## src/rtl/xtd_pkg.sv

```systemverilog
`default_nettype none

package xtd_pkg;

    localparam int WORD_W      = 32;
    localparam int KEY_WORDS   = 4;
    localparam int CFG_INDEX_W = 3;

    localparam logic [WORD_W-1:0] XTEA_DELTA = 32'h9e37_79b9;

    // register indexes of the key words
    localparam logic [CFG_INDEX_W-1:0] KEY_WORD0_IDX = 3'd0;
    localparam logic [CFG_INDEX_W-1:0] KEY_WORD1_IDX = 3'd1;
    localparam logic [CFG_INDEX_W-1:0] KEY_WORD2_IDX = 3'd2;
    localparam logic [CFG_INDEX_W-1:0] KEY_WORD3_IDX = 3'd3;

    // one block in flight; keyed low means pass through unchanged
    typedef struct packed {
        logic              keyed;
        logic [WORD_W-1:0] v0;
        logic [WORD_W-1:0] v1;
    } block_t;

    function automatic logic [WORD_W-1:0] mix_word(input logic [WORD_W-1:0] v);
        mix_word = ((v << 4) ^ (v >> 5)) + v;
    endfunction

endpackage

`default_nettype wire

```

## src/rtl/xtd_half.sv

```systemverilog
`default_nettype none

// one half round: dst -= mix(src) ^ (sum + key) when the block is keyed, registered
module xtd_half (
    input  wire logic                        clk,
    input  wire logic                        rst_n,
    input  wire logic                        en,
    input  wire logic                        upd_v0,
    input  wire logic [xtd_pkg::WORD_W-1:0]  sum,
    input  wire logic [xtd_pkg::WORD_W-1:0]  key,
    input  wire logic                        in_valid,
    input  wire xtd_pkg::block_t             in_blk,
    output logic                             valid_reg,
    output xtd_pkg::block_t                  blk_reg
);

    logic [xtd_pkg::WORD_W-1:0] src;
    logic [xtd_pkg::WORD_W-1:0] dst;
    logic [xtd_pkg::WORD_W-1:0] dst_new;
    xtd_pkg::block_t            blk_next;

    always_comb
    begin
        src      = upd_v0 ? in_blk.v1 : in_blk.v0;
        dst      = upd_v0 ? in_blk.v0 : in_blk.v1;
        dst_new  = dst - (xtd_pkg::mix_word(src) ^ (sum + key));
        blk_next = in_blk;
        if (in_blk.keyed)
        begin
            if (upd_v0)
            begin
                blk_next.v0 = dst_new;
            end
            else
            begin
                blk_next.v1 = dst_new;
            end
        end
    end

    always_ff @(posedge clk or negedge rst_n)
    begin
        if (!rst_n)
        begin
            valid_reg <= 1'b0;
        end
        else if (en)
        begin
            valid_reg <= in_valid;
        end
    end

    always_ff @(posedge clk)
    begin
        if (en)
        begin
            blk_reg <= blk_next;
        end
    end

endmodule

`default_nettype wire

```

## config.mk

```make
export PLATFORM = sky130hd
export DESIGN_NAME = xtd_half
export DESIGN_NICKNAME = d
export VERILOG_FILES = /design/src/rtl/xtd_pkg.sv /design/src/rtl/xtd_half.sv
export SDC_FILE = /design/constraint.sdc
export NUM_CORES = 1
export LEC_CHECK = 0
export ABC_AREA = 1
export BUFFER_PORTS_ARGS = -buffer_cell sky130_fd_sc_hd__buf_2
export CORE_MARGIN = 4
export CORE_UTILIZATION = 26
export DETAILED_ROUTE_END_ITERATION = 6
export GPL_TIMING_DRIVEN = 1
export HOLD_SLACK_MARGIN = 0.02
export PLACE_DENSITY_LB_ADDON = 0.12
export SLEW_MARGIN = 20
export SYNTH_ARGS = -nofsm -noshare
export SYNTH_HDL_FRONTEND = slang
export SYNTH_SLANG_ARGS = --single-unit
```

## constraint.sdc

```tcl
create_clock -name clk -period 1.5 [get_ports clk]
set_clock_uncertainty 0.2 [all_clocks]
set_input_delay 0.225 -clock clk [delete_from_list [all_inputs] [get_ports clk]]
set_output_delay 0.225 -clock clk [all_outputs]
set_load 0.1 [all_outputs]
```

* Yosys cells after proc, flatten, opt, wreduce, memory -nomap -nowiden *
Index checks and enable logic that the tools add are counted.

storage, ports and cells
  register bits = 66
  output and inout bits = 66
  bits of input ports = 134

operators by class
  bitwise operators = 2
  multiplexer cells = 5
  $add $sub $neg = 3

operators by type and width
  kind                           number
  two-way mux 32 bit             4
  adder 32 bit                   2
  two-way mux 64 bit             1
  subtractor 32 bit              1
  bitwise XOR 32 x 27 -> 32 bit  1
  bitwise XOR 32 bit             1

* Longest topological paths before layout *
  depth in word-level cells = 7
  mapped depth = 37

* Worst setup path before layout *
Ideal clock, no wire load.

  path kind = input-to-reg
  start = input port upd_v0
  end = register blk_reg[61] (netlist bit) (data pin)
  stages on the path = 32
  arrival time = 4.451 ns
  setup time = 0.255 ns
  slack = -3.407 ns
  buffers on the path = 3
  path through = buf_6 -> buf_2 -> clkbuf_1 -> o21ai_0 -> ha_1 -> fa_1 -> nand3_1 -> nand3_1 -> nand2_1 -> nand2_1 -> nand2_1 -> nand2_1 -> a21oi_1 -> inv_1 -> nand2_1 -> nand2_1 -> a21oi_1 -> o21ai_0 -> xor2_1 -> inv_1 -> ha_1 -> a21oi_1 -> o21a_1 -> inv_1 -> a21oi_1 -> nor2_1 -> a2111oi_0 -> nand2_1 -> nand2_1 -> nand3_1 -> o21ai_0 -> inv_1

RTL lines
  element                 RTL line        source
  start: declaration      xtd_half.sv:8   input wire logic upd_v0,
  end signal: assignment  xtd_half.sv:57  blk_reg <= blk_next;
  end: declaration        xtd_half.sv:14  output xtd_pkg::block_t blk_reg

==> impl_metrics.env <==
export IMPL_area_growth_pct=98.73
export IMPL_yosysTopAreaCellShare=0.2124
export IMPL_finalHoldViolCount=0
export IMPL_drv_slew=0
export IMPL_total_leakage_power_nw=9.036
export IMPL_cts_buffers=9
export IMPL_drc_errors=0
export IMPL_grt_pass1_vias=11614
export IMPL_layout_nets=2321
export IMPL_hold_path_class="primary input to register"
export IMPL_status="finished, violations left"
export IMPL_hold_start="in_blk[59]"
export IMPL_track_usage=0.1989
export IMPL_crit_arrival_ns=4.34
export IMPL_whs_ns=0.06036
export IMPL_place_hpwl_um=32530
export IMPL_overflow=0
export IMPL_synth_warnings=0
export IMPL_fin_crit_sh=2.871
export IMPL_row_count=68
export IMPL_crit_slowest_cell="ha_4"
export IMPL_drive_gt1_frac=0.4869
export IMPL_first_pass_iters=5
export IMPL_fmax_mhz=232.2
export IMPL_setup_viol=64
export IMPL_critPathBufInv=8
export IMPL_min_period_ns=4.306
export IMPL_core_area_um2=34710
export IMPL_cp_max_fo=6
export IMPL_dp_cells=2431
export IMPL_max_stage_delay_ns=0.31
export IMPL_synth_common_cells="nand2_1, inv_1, o21ai_0"
export IMPL_wl_per_cell_um=15.71
export IMPL_avgSynthCellArea_um2=6.689
export IMPL_synthTopCellsByArea="edfxtp_1, nand2_1, ha_1"
export IMPL_critPathLaunchType="primary input"
export IMPL_syn_area_um2=9190
export IMPL_r2r_slack_ns=0.56
export IMPL_clock_sinks=66
export IMPL_reg2reg_from="valid_reg"
export IMPL_postSynthCellCount=1374
export IMPL_antenna_diode_count=0
export IMPL_fillers=3333
export IMPL_dp_slack_ns=-3.431
export IMPL_path_class="primary input to register"
export IMPL_clockBufferDepth=2
export IMPL_power_mw=30.14
export IMPL_hold_end="blk_reg[59]"
export IMPL_relSlewSlack=0.6588
export IMPL_ant_nets=0
export IMPL_routed_wirelength_um=40030
export IMPL_io_buffers=199
export IMPL_grt_max_degree=52
export IMPL_insertion_delay_ns=0.34
export IMPL_critPathMostFrequentCell="nand3_2"
export IMPL_clkTransAtPathRegs_ns=0.06
export IMPL_layout_cells_non_filler=2548
export IMPL_finalSetupTns_ns=-146.25
export IMPL_synth_cell_types=43
export IMPL_vdd_drop_max_mv=0.9191
export IMPL_place_gp_congestion=0.8995
export IMPL_synthFlopType="edfxtp_1"
export IMPL_pin_count=200
export IMPL_power_density_nw_per_um2=1650
export IMPL_die_h_um=196.0
export IMPL_yosysTopAreaCell="edfxtp_1"
export IMPL_end_kind="register"
export IMPL_regToRegEndpoint="valid_reg"
export IMPL_grt_pass1_wl_um=60980
export IMPL_violations="setup timing"
export IMPL_ys_seq_elements=66
export IMPL_setup_slack_ns=-2.806
export IMPL_critPathTopFamily="simple AND/OR/NAND/NOR gates"
export IMPL_via_per_inst=4.562
export IMPL_synth_edf_count=65
export IMPL_drv_cap=0
export IMPL_cts_htree_levels=3
export IMPL_worstPathRequired_ns=1.53
export IMPL_antenna_found_initial=0
export IMPL_rr_worst_depth=1
export IMPL_die_area_um2=38420
export IMPL_clockRootBuffer="clkbuf_16"
export IMPL_largest_register_ffs=65
export IMPL_seq_area_frac_synth=0.2151
export IMPL_synth_net_count=1607
export IMPL_rsz0062_at_grt="yes"
export IMPL_seq_area_um2=1977
export IMPL_synthArstFlopShare=0.01515
export IMPL_vias=11624
export IMPL_initial_core_util=0.2647
export IMPL_die_x_um=196.0
export IMPL_worstMarginPinSlew_ns=0.5064
export IMPL_multi_input_area_um2=8180
export IMPL_cts_tree="built"
export IMPL_synth_most_common_cell="nand2_1"
export IMPL_whs_path_depth=4
export IMPL_first_iter_violations=439
[per-layer routing]
metal,vias to the layer above,share of wire,track usage
met5,-,0,0
met4,0,0.017,0.04034
met3,42,0.037,0.01820
met2,252,0.46,0.3295
met1,5330,0.49,0.2836
li1,6000,-,-
[placed cells by master, fill, tap and decap left out, types with 21 or more instances in the layout]
| cell | count |
|---|---|
| o21ai_0 | 67 |
| o21ai_2 | 21 |
| dlygate4sd3_1 | 26 |
| a21oi_2 | 30 |
| buf_4 | 436 |
| xor2_1 | 62 |
| edfxtp_1 | 65 |
| xnor2_1 | 23 |
| buf_6 | 48 |
| nand2_2 | 39 |
| inv_1 | 178 |
| o21ai_1 | 69 |
| buf_12 | 77 |
| ha_1 | 70 |
| ha_4 | 26 |
| nand2_4 | 22 |
| nor2_1 | 59 |
| nand3_2 | 28 |
| nand3_1 | 60 |
| a21oi_1 | 64 |
| nand2_1 | 269 |
| buf_2 | 132 |
[cells by family after synthesis]
logic type	after synthesis	share of synthesized area
flops	66	0.2151
xor+xnor	122	0.1178
fa+ha+maj	99	0.1372
simple gates	538	0.2464
buf+inv	224	0.09326
compound gates	324	0.1890
mux	1	0.001225
[area by class of cell]
class	count	share of cell area
clock inverter	6	0.001850
multi-input combinational	1084	0.4479
inverter	198	0.04152
clock buffer	10	0.01254
timing repair buffer	729	0.3568
sequential	66	0.1082
tap	455	0.03117
[how the worst max path moves through the flow]
stage	start	to	slack [ns]	cells past startpoint
floorplan	upd_v0	blk_reg[60]	-2.78	35
global placement	upd_v0	blk_reg[30]	-3.51	28
detailed placement	upd_v0	blk_reg[30]	-3.43	27
CTS	upd_v0	blk_reg[28]	-2.67	27
global route	upd_v0	blk_reg[28]	-3.12	30
finish	upd_v0	blk_reg[62]	-2.81	30
[what timing repair did]
action | CTS | global route
pin swaps | 125 | 92
gates resized for setup | 284 | 142
buffers inserted | 38 | 39
setup endpoints to repair | 65 | 64
hold endpoints to repair | 24 | 0
gates cloned | 6 | 1
hold buffers | 26 | 0
[report_power, final]
group,internal (mW),switching (mW)
combinational,11.8,13.5
clock,1.10,0.838
sequential,2.54,0.280
total,15.5,14.7
[metrics by stage]
step	area (um^2)	util
floorplan	9520	-
global placement	15240	0.4391
detailed placement	15240	0.4391
CTS	17330	0.4992
global route	18260	0.5261
finish	18260	0.5261
(Power assumes the default switching activity.)
