--- src/rtl/xtd_pkg.sv ---
`default_nettype none

package xtd_pkg;

    localparam int WORD_W      = 32;
    localparam int KEY_WORDS   = 4;
    localparam int CFG_INDEX_W = 3;

    localparam logic [WORD_W-1:0] XTEA_DELTA = 32'h9e37_79b9;

    // register indexes of the key words
    localparam logic [CFG_INDEX_W-1:0] KEY_WORD0_IDX = 3'd0;
    localparam logic [CFG_INDEX_W-1:0] KEY_WORD1_IDX = 3'd1;
    localparam logic [CFG_INDEX_W-1:0] KEY_WORD2_IDX = 3'd2;
    localparam logic [CFG_INDEX_W-1:0] KEY_WORD3_IDX = 3'd3;

    // one block in flight; keyed low means pass through unchanged
    typedef struct packed {
        logic              keyed;
        logic [WORD_W-1:0] v0;
        logic [WORD_W-1:0] v1;
    } block_t;

    function automatic logic [WORD_W-1:0] mix_word(input logic [WORD_W-1:0] v);
        mix_word = ((v << 4) ^ (v >> 5)) + v;
    endfunction

endpackage

`default_nettype wire

--- src/rtl/xtd_skid.sv ---
`default_nettype none

// output side: last stage presented directly, skid register catches it on a stall
module xtd_skid (
    input  wire logic                        clk,
    input  wire logic                        rst_n,
    input  wire logic                        last_valid,
    input  wire xtd_pkg::block_t             last_blk,
    output logic                             adv,
    output logic                             skid_valid_reg,
    output logic                             out_valid,
    input  wire logic                        out_ready,
    output logic [xtd_pkg::WORD_W-1:0]       out_v0,
    output logic [xtd_pkg::WORD_W-1:0]       out_v1
);

    xtd_pkg::block_t skid_blk_reg;

    assign adv       = !skid_valid_reg;
    assign out_valid = skid_valid_reg || last_valid;
    assign out_v0    = skid_valid_reg ? skid_blk_reg.v0 : last_blk.v0;
    assign out_v1    = skid_valid_reg ? skid_blk_reg.v1 : last_blk.v1;

    always_ff @(posedge clk or negedge rst_n)
    begin
        if (!rst_n)
        begin
            skid_valid_reg <= 1'b0;
        end
        else if (skid_valid_reg)
        begin
            if (out_ready)
            begin
                skid_valid_reg <= 1'b0;
            end
        end
        else if (last_valid && !out_ready)
        begin
            skid_valid_reg <= 1'b1;
        end
    end

    always_ff @(posedge clk)
    begin
        if (!skid_valid_reg)
        begin
            skid_blk_reg <= last_blk;
        end
    end

endmodule

`default_nettype wire

--- config.mk ---
export PLATFORM = sky130hd
export DESIGN_NAME = xtd_skid
export DESIGN_NICKNAME = d
export VERILOG_FILES = /design/src/rtl/xtd_pkg.sv /design/src/rtl/xtd_skid.sv
export SDC_FILE = /design/constraint.sdc
export NUM_CORES = 1
export LEC_CHECK = 0
export BUFFER_PORTS_ARGS = -buffer_cell sky130_fd_sc_hd__buf_4
export CAP_MARGIN = 20
export CORE_AREA = 2 2 79 112
export CTS_BUF_LIST = sky130_fd_sc_hd__clkbuf_8
export DETAILED_ROUTE_END_ITERATION = 16
export DIE_AREA = 0 0 81 114
export SLEW_MARGIN = 0
export SYNTH_ARGS = -nofsm -noshare
export SYNTH_HDL_FRONTEND = slang
export SYNTH_SLANG_ARGS = --single-unit
export TNS_END_PERCENT = 30
--- constraint.sdc ---
create_clock -name clk -period 7.52 [get_ports clk]
set_input_delay 1.504 -clock clk [delete_from_list [all_inputs] [get_ports clk]]
set_output_delay 1.504 -clock clk [all_outputs]
set_load 0.01 [all_outputs]
After elaboration in Yosys (flattened, before gate mapping)

Cells that the tools add are included.

Output and inout port bits: 67
Word-level logic and storage cells: 12
Input port bits: 69
Register bits after elaboration: 65

Multiplexer cells: 5
Reductions and logical operators: 4

Operators with widths:

| cell               | count |
|---|---|
| two-way mux 32 bit | 2 |
| two-way mux 1 bit  | 3 |
| logical NOT 1 bit  | 2 |
| logical AND 1 bit  | 1 |
| logical OR 1 bit   | 1 |

Logic depth before layout (Yosys ltp)

Gate-level depths: netlist of run 1.

Word-level depth: 4
Gate-level depth with buffers: 3
Mapped depth without buffers: 1

Worst setup path after synthesis of run 1

No wires, ideal clock.

Path type: register to output
Start point: register skid_valid_reg
End point: output adv
Buffers on the path: 2
Required time: 6.016 ns
Slack: 3.984 ns
Arrival time: 2.032 ns
Stages on the path, launching flop included: 4
Path through: dfrtp_1 buf_6 buf_6 inv_1

Word-level cells in the longest chain between the ends: 1

Ends and longest elaborated chain:

| what                   | RTL line       | text |
|---|---|---|
| from (decl)            | xtd_skid.sv:10 | `output logic skid_valid_reg,` |
| from (signal assigned) | xtd_skid.sv:28 | `skid_valid_reg <= 1'b0;` |
| from (signal assigned) | xtd_skid.sv:34 | `skid_valid_reg <= 1'b0;` |
| from (signal assigned) | xtd_skid.sv:39 | `skid_valid_reg <= 1'b1;` |
| logical NOT 1 bit      | --             |  |
| to (decl)              | xtd_skid.sv:9  | `output logic adv,` |

Every way passes these cells.

Worst setup path in the final report of run 1

Start point: input last_blk[27] (netlist bit)
End point: output out_v1[27] (netlist bit)

Word-level cells in the longest chain between the ends: 1

Ends and longest elaborated chain:

| what               | RTL line       | text |
|---|---|---|
| from (decl)        | xtd_skid.sv:8  | `input wire xtd_pkg::block_t last_blk,` |
| two-way mux 32 bit | xtd_skid.sv:22 | `assign out_v1 = skid_valid_reg ? skid_blk_reg.v1 : last_blk.v1;` |
| to (decl)          | xtd_skid.sv:14 | `output logic [xtd_pkg::WORD_W-1:0] out_v1` |

Every way passes these cells.

==> results of run 1 <==
cells in the final DEF (no fill, tap or decap):
cell       instances
o21ba_2            1
mux2_2            37
mux2_4            20
clkbuf_8           9
or2_2              1
inv_2              1
buf_4            135
mux2_1             7
edfxtp_1          64
clkinv_1           2
bufinv_16          2
inv_1              3
dfrtp_4            1
kinds of logic after synthesis:
| family | Yosys count | synth area share (%) |
|---|---|---|
| multiplexers | 64 | 28.19 |
| AND/OR/NAND/NOR | 1 | 0.2218 |
| flip-flops | 65 | 68.97 |
| AO/OA/AOI/OAI | 1 | 0.3546 |
| buffers and inverters | 8 | 2.260 |
where the power goes:
part / switching [W] / internal (W) / leakage, nW
sequential: 0.0000160 / 0.000428 / 0.655
combinational: 0.0000559 / 0.0000962 / 0.980
clock: 0.000122 / 0.000181 / 0.112
worst max-delay path: stages:
cell	delay (ns)
buf_4	0.11
mux2_1	0.28
buf_4	0.15
worst paths after layout:
check	to	slack, ns	cells past startpoint
min in group clk	skid_valid_reg	1.19	1
max in group asynchronous	skid_valid_reg	6.49	1
hold / removal	skid_valid_reg	0.94	1
hold reg to reg	skid_valid_reg	1.19	1
setup reg to reg	skid_blk_reg[21]	5.49	2
setup / recovery	out_v1[27]	3.97	3
per-layer routing:
layer  global-route usage [%]  up-vias
met5                        0        -
met4                    7.684        0
met3                    3.481       11
met2                    21.49       72
met1                    14.35      824
li1                         -      825
cell type report:
class                      count  area share, %
clock inverter                 7          1.916
timing repair buffer         135          24.63
clock buffer                   9          3.011
multi-input combinational     66          19.74
sequential                    65          47.41
inverter                       1        0.09124
tap                          105          3.193
per-stage QoR:
step | area [um2] | total power (W)
after floorplan | 2823 | 0.0005200
after global placement | 3911 | 0.0006049
after detailed placement | 3911 | 0.0006075
after CTS | 4114 | 0.0009165
after global routing | 4114 | 0.0009400
final | 4114 | 0.0008998
==> qor.csv, run 1 <==
metric,value,unit
WL met3,394,um
Starting DRT DRC Count,80,
GP Congestion,0.7015,
vias in the first global route,1766,
Reg area,1951,um2
core area,8308,um2
WP data arrival,2.05,ns
Routed WL per cell,15.18,um
Total GRT Usage,12.85,%
Setup TNS Final,0,ns
Pins Over Slew Limit,0,
top cell type's share of synthesized area,68.09,%
max reg flops,64,
status,"complete, no violations",
nets,347,
footprint of the multi-input gates,812.0,um2
number of cells produced by synthesis,139,
minimum clock period,3.551,ns
# clock sinks,65,
Top Layer Used,met4,
"EDFF count, synth",64,
Fillers,731,
Synth cell types,10,
Most used DFF post-synth,edfxtp_1,
"Max FO, Critical Path",2,
async set-reset flop share out of synthesis,1.538,%
met2 WL post-DR,3.168,mm
final hold viol count,0,
Tcrit/Tclk final,47.22,%
"count leader, synth",edfxtp_1,
total number of vias,1732,
commonest cells in the netlist,"edfxtp_1 (64), mux2_2 (37), mux2_4 (20)",
Die Footprint,9234,um2
Synth area leaders,"edfxtp_1 (68%), mux2_2 (15%), mux2_4 (11%)",
kind of critical path,in -> out,
Core Rows,40,
Starting Density,33.98,%
Startpoint Class,primary input,
Leak,1.747,nW
clock-pin slew on the worst setup and hold paths,0.06,ns
cts hold-fix bufs,0,
Hold Path Class,in -> async,
clk buf depth,2,
post_cts resized,0,
via/cell ratio,4.464,
Max-slew headroom,35.95,%
latest clock arrival within the worst-skew pair,0.32,ns
TritonCTS clock tree,done,
total CTS buffers,9,
Ant. Diodes,0,
RSZ-0062 raised after global routing,no,
crit end category,primary output,
pin count of the biggest net entering global routing,69,
Final Util,49.52,%
Routed WL,5.891,mm
CTS Root Buffer Type,clkbuf_8,
Reg-to-Reg Start,skid_valid_reg,
synthesized area,2823,um2
hold slack,0.9382,ns
GRT Residual Overflow,0,
Die X,81,um
dpl ws,3.961,ns
"Cell Count, Final, Fillers Out",388,
"Setup violations, final",0,
P&R area growth vs syn,45.74,%
placed cell count,372,
Max Fclk,281.6,MHz
CP Data Required Time,6.02,ns
Yosys top cell by area,edfxtp_1,
H-tree lvl count,3,
worst vdd ir,0.1098,mV
PortBufs,134,
first-pass GRT wire length,8.880,mm
drt first pass iters,4,
initial antenna violation count,0,
DP HPWL,4.109,mm
antenna-violating nets left,0,
measured slew at the worst slew-check pin,0.9608,ns
max cap viols,0,
Yosys warning count,0,
PnR worst setup slack,3.969,ns
PD cells,218.7,nW/um2
origin of the worst setup path,last_blk[27],
Post-CTS Repair Setup Buffers,0,
mean area per synthesized cell,20.31,um2
Metal-1 WL,2.199,mm
"Seq/Total Area, Yosys",68.97,%
layout cells sized above 1,73.14,%
"flops & latches, synth",65,
post-route clock skew,0.004988,ns
syn nets,208,
Die Y,114,um
drt drc,0,
I/O pin total,136,
Note: power is estimated with default switching activity, not from simulation.
==> run 2, diff against run 1 <==
==> constraint.sdc (replaced) <==
create_clock -name clk -period 3.2 [get_ports clk]
set_input_delay 0.64 -clock clk [delete_from_list [all_inputs] [get_ports clk]]
set_output_delay 0.64 -clock clk [all_outputs]
set_load 0.01 [all_outputs]
==> run 2 against run 1 <==
- utilization is 0.75 points lower
- sequential power increased by 140%
- final cell count decreased by 0.77%
- largest cell class unchanged
- critical path type is now reg -> out
==> qor.csv, run 2 (synthesized netlist as in run 1, its figures left out) <==
metric,value,unit
status,"complete, no violations",
crit end category,primary output,
"Setup violations, final",0,
drt drc,0,
total number of vias,1743,
max cap viols,0,
Routed WL,6.023,mm
clk buf depth,2,
final hold viol count,0,
grt met2 use,20.99,%
"commonest non-fill, non-tap cell in the layout",buf_4,
RR Endpoint,skid_blk_reg[16],
RSZ-0062 raised after global routing,no,
Leak,1.715,nW
Startpoint Class,flip-flop,
max reg flops,64,
H-tree lvl count,3,
# clock sinks,65,
antenna-violating nets left,0,
Routed WL per cell,15.64,um
Tcrit/Tclk final,83.95,%
Starting DRT DRC Count,109,
PortBufs,134,
Hold Path Class,in -> async,
CP Data Required Time,2.56,ns
nets,347,
post_cts resized,0,
PD cells,479.2,nW/um2
core area,8308,um2
Core Rows,40,
reg2reg setup slack,1.16,ns
GRT busiest layer,met2,
clock-pin slew on the worst setup and hold paths,0.06,ns
path depth of the worst reg2reg path,2,
Die Footprint,9234,um2
Max Fclk,372.3,MHz
via/cell ratio,4.527,
cts hold-fix bufs,0,
Starting Density,33.98,%
worst vdd ir,0.2319,mV
GRT Residual Overflow,0,
Pins Over Slew Limit,0,
Reg-to-Reg Start,skid_valid_reg,
Die Y,114,um
GR Util met3,3.244,%
"Cell Count, Final, Fillers Out",385,
DP HPWL,4.142,mm
post-route clock skew,0.006129,ns
drt first pass iters,4,
pin count of the biggest net entering global routing,69,
Setup TNS Final,0,ns
placed cell count,372,
Ant. Diodes,0,
"Max FO, Critical Path",68,
TritonCTS clock tree,done,
GP Congestion,0.6897,
Total GRT Usage,12.88,%
minimum clock period,2.686,ns
measured slew at the worst slew-check pin,1.006,ns
origin of the worst setup path,skid_valid_reg,
I/O pin total,136,
first-pass GRT wire length,8.631,mm
hold slack,0.06980,ns
layout cells sized above 1,73.57,%
latest clock arrival within the worst-skew pair,0.34,ns
P&R area growth vs syn,43.53,%
Max-slew headroom,32.97,%
grt met1 use,14.65,%
Die X,81,um
initial antenna violation count,0,
vias in the first global route,1682,
kind of critical path,reg -> out,
Post-CTS Repair Setup Buffers,0,
CTS Root Buffer Type,clkbuf_8,
WP data arrival,2.05,ns
most frequent cells in the layout,"buf_4 (135), edfxtp_1 (64), mux2_2 (37)",
Fillers,777,
total CTS buffers,9,
## run 2: final cells by class
cell class | count | area, um2 | area share [%]
flip-flops and latches | 65 | 1951 | 48.15
repair buffers | 135 | 1013 | 25.02
multi-input cells | 66 | 812.0 | 20.04
well taps | 105 | 131.4 | 3.243
clock buffers | 9 | 123.9 | 3.057
clock inverters | 4 | 16.27 | 0.4015
inverters | 1 | 3.754 | 0.09265
## run 2: routing by layer
metal  routed length, um  part of all wire [%]
met3                 390                   6.5
met1                2316                    38
met5                   0                     0
met4                 133                   2.2
met2                3181                    53
## run 2: worst max-delay path, stage by stage, from the launching register on
cell and delay, ns:
dfrtp_4 1.05, mux2_2 0.43, buf_4 0.15
## run 2: worst max-delay path by stage
stage                     depth (start not counted)          to
after floorplan                                   3         adv
after global placement                            2  out_v0[30]
after detailed placement                          2  out_v0[30]
after CTS                                         2  out_v0[30]
after global routing                              2  out_v0[20]
final                                             2  out_v0[30]
## run 2: power breakdown
part,switching (W),internal [W]
logic,0.000131,0.000226
registers,0.0000386,0.00101
clock network,0.000280,0.000258
## run 2: stage by stage
stage	worst slack, ns	power (W)	util [%]	cell area (um2)
3_3_place_gp	0.8748	0.001422	47.08	3911
2_1_floorplan	0.5280	0.001222	-	2823
3_5_place_dp	0.8634	0.001429	47.08	3911
6_report	0.5137	0.001942	48.77	4051
4_1_cts	0.4846	0.001978	48.77	4051
5_1_grt	0.4133	0.002036	48.77	4051
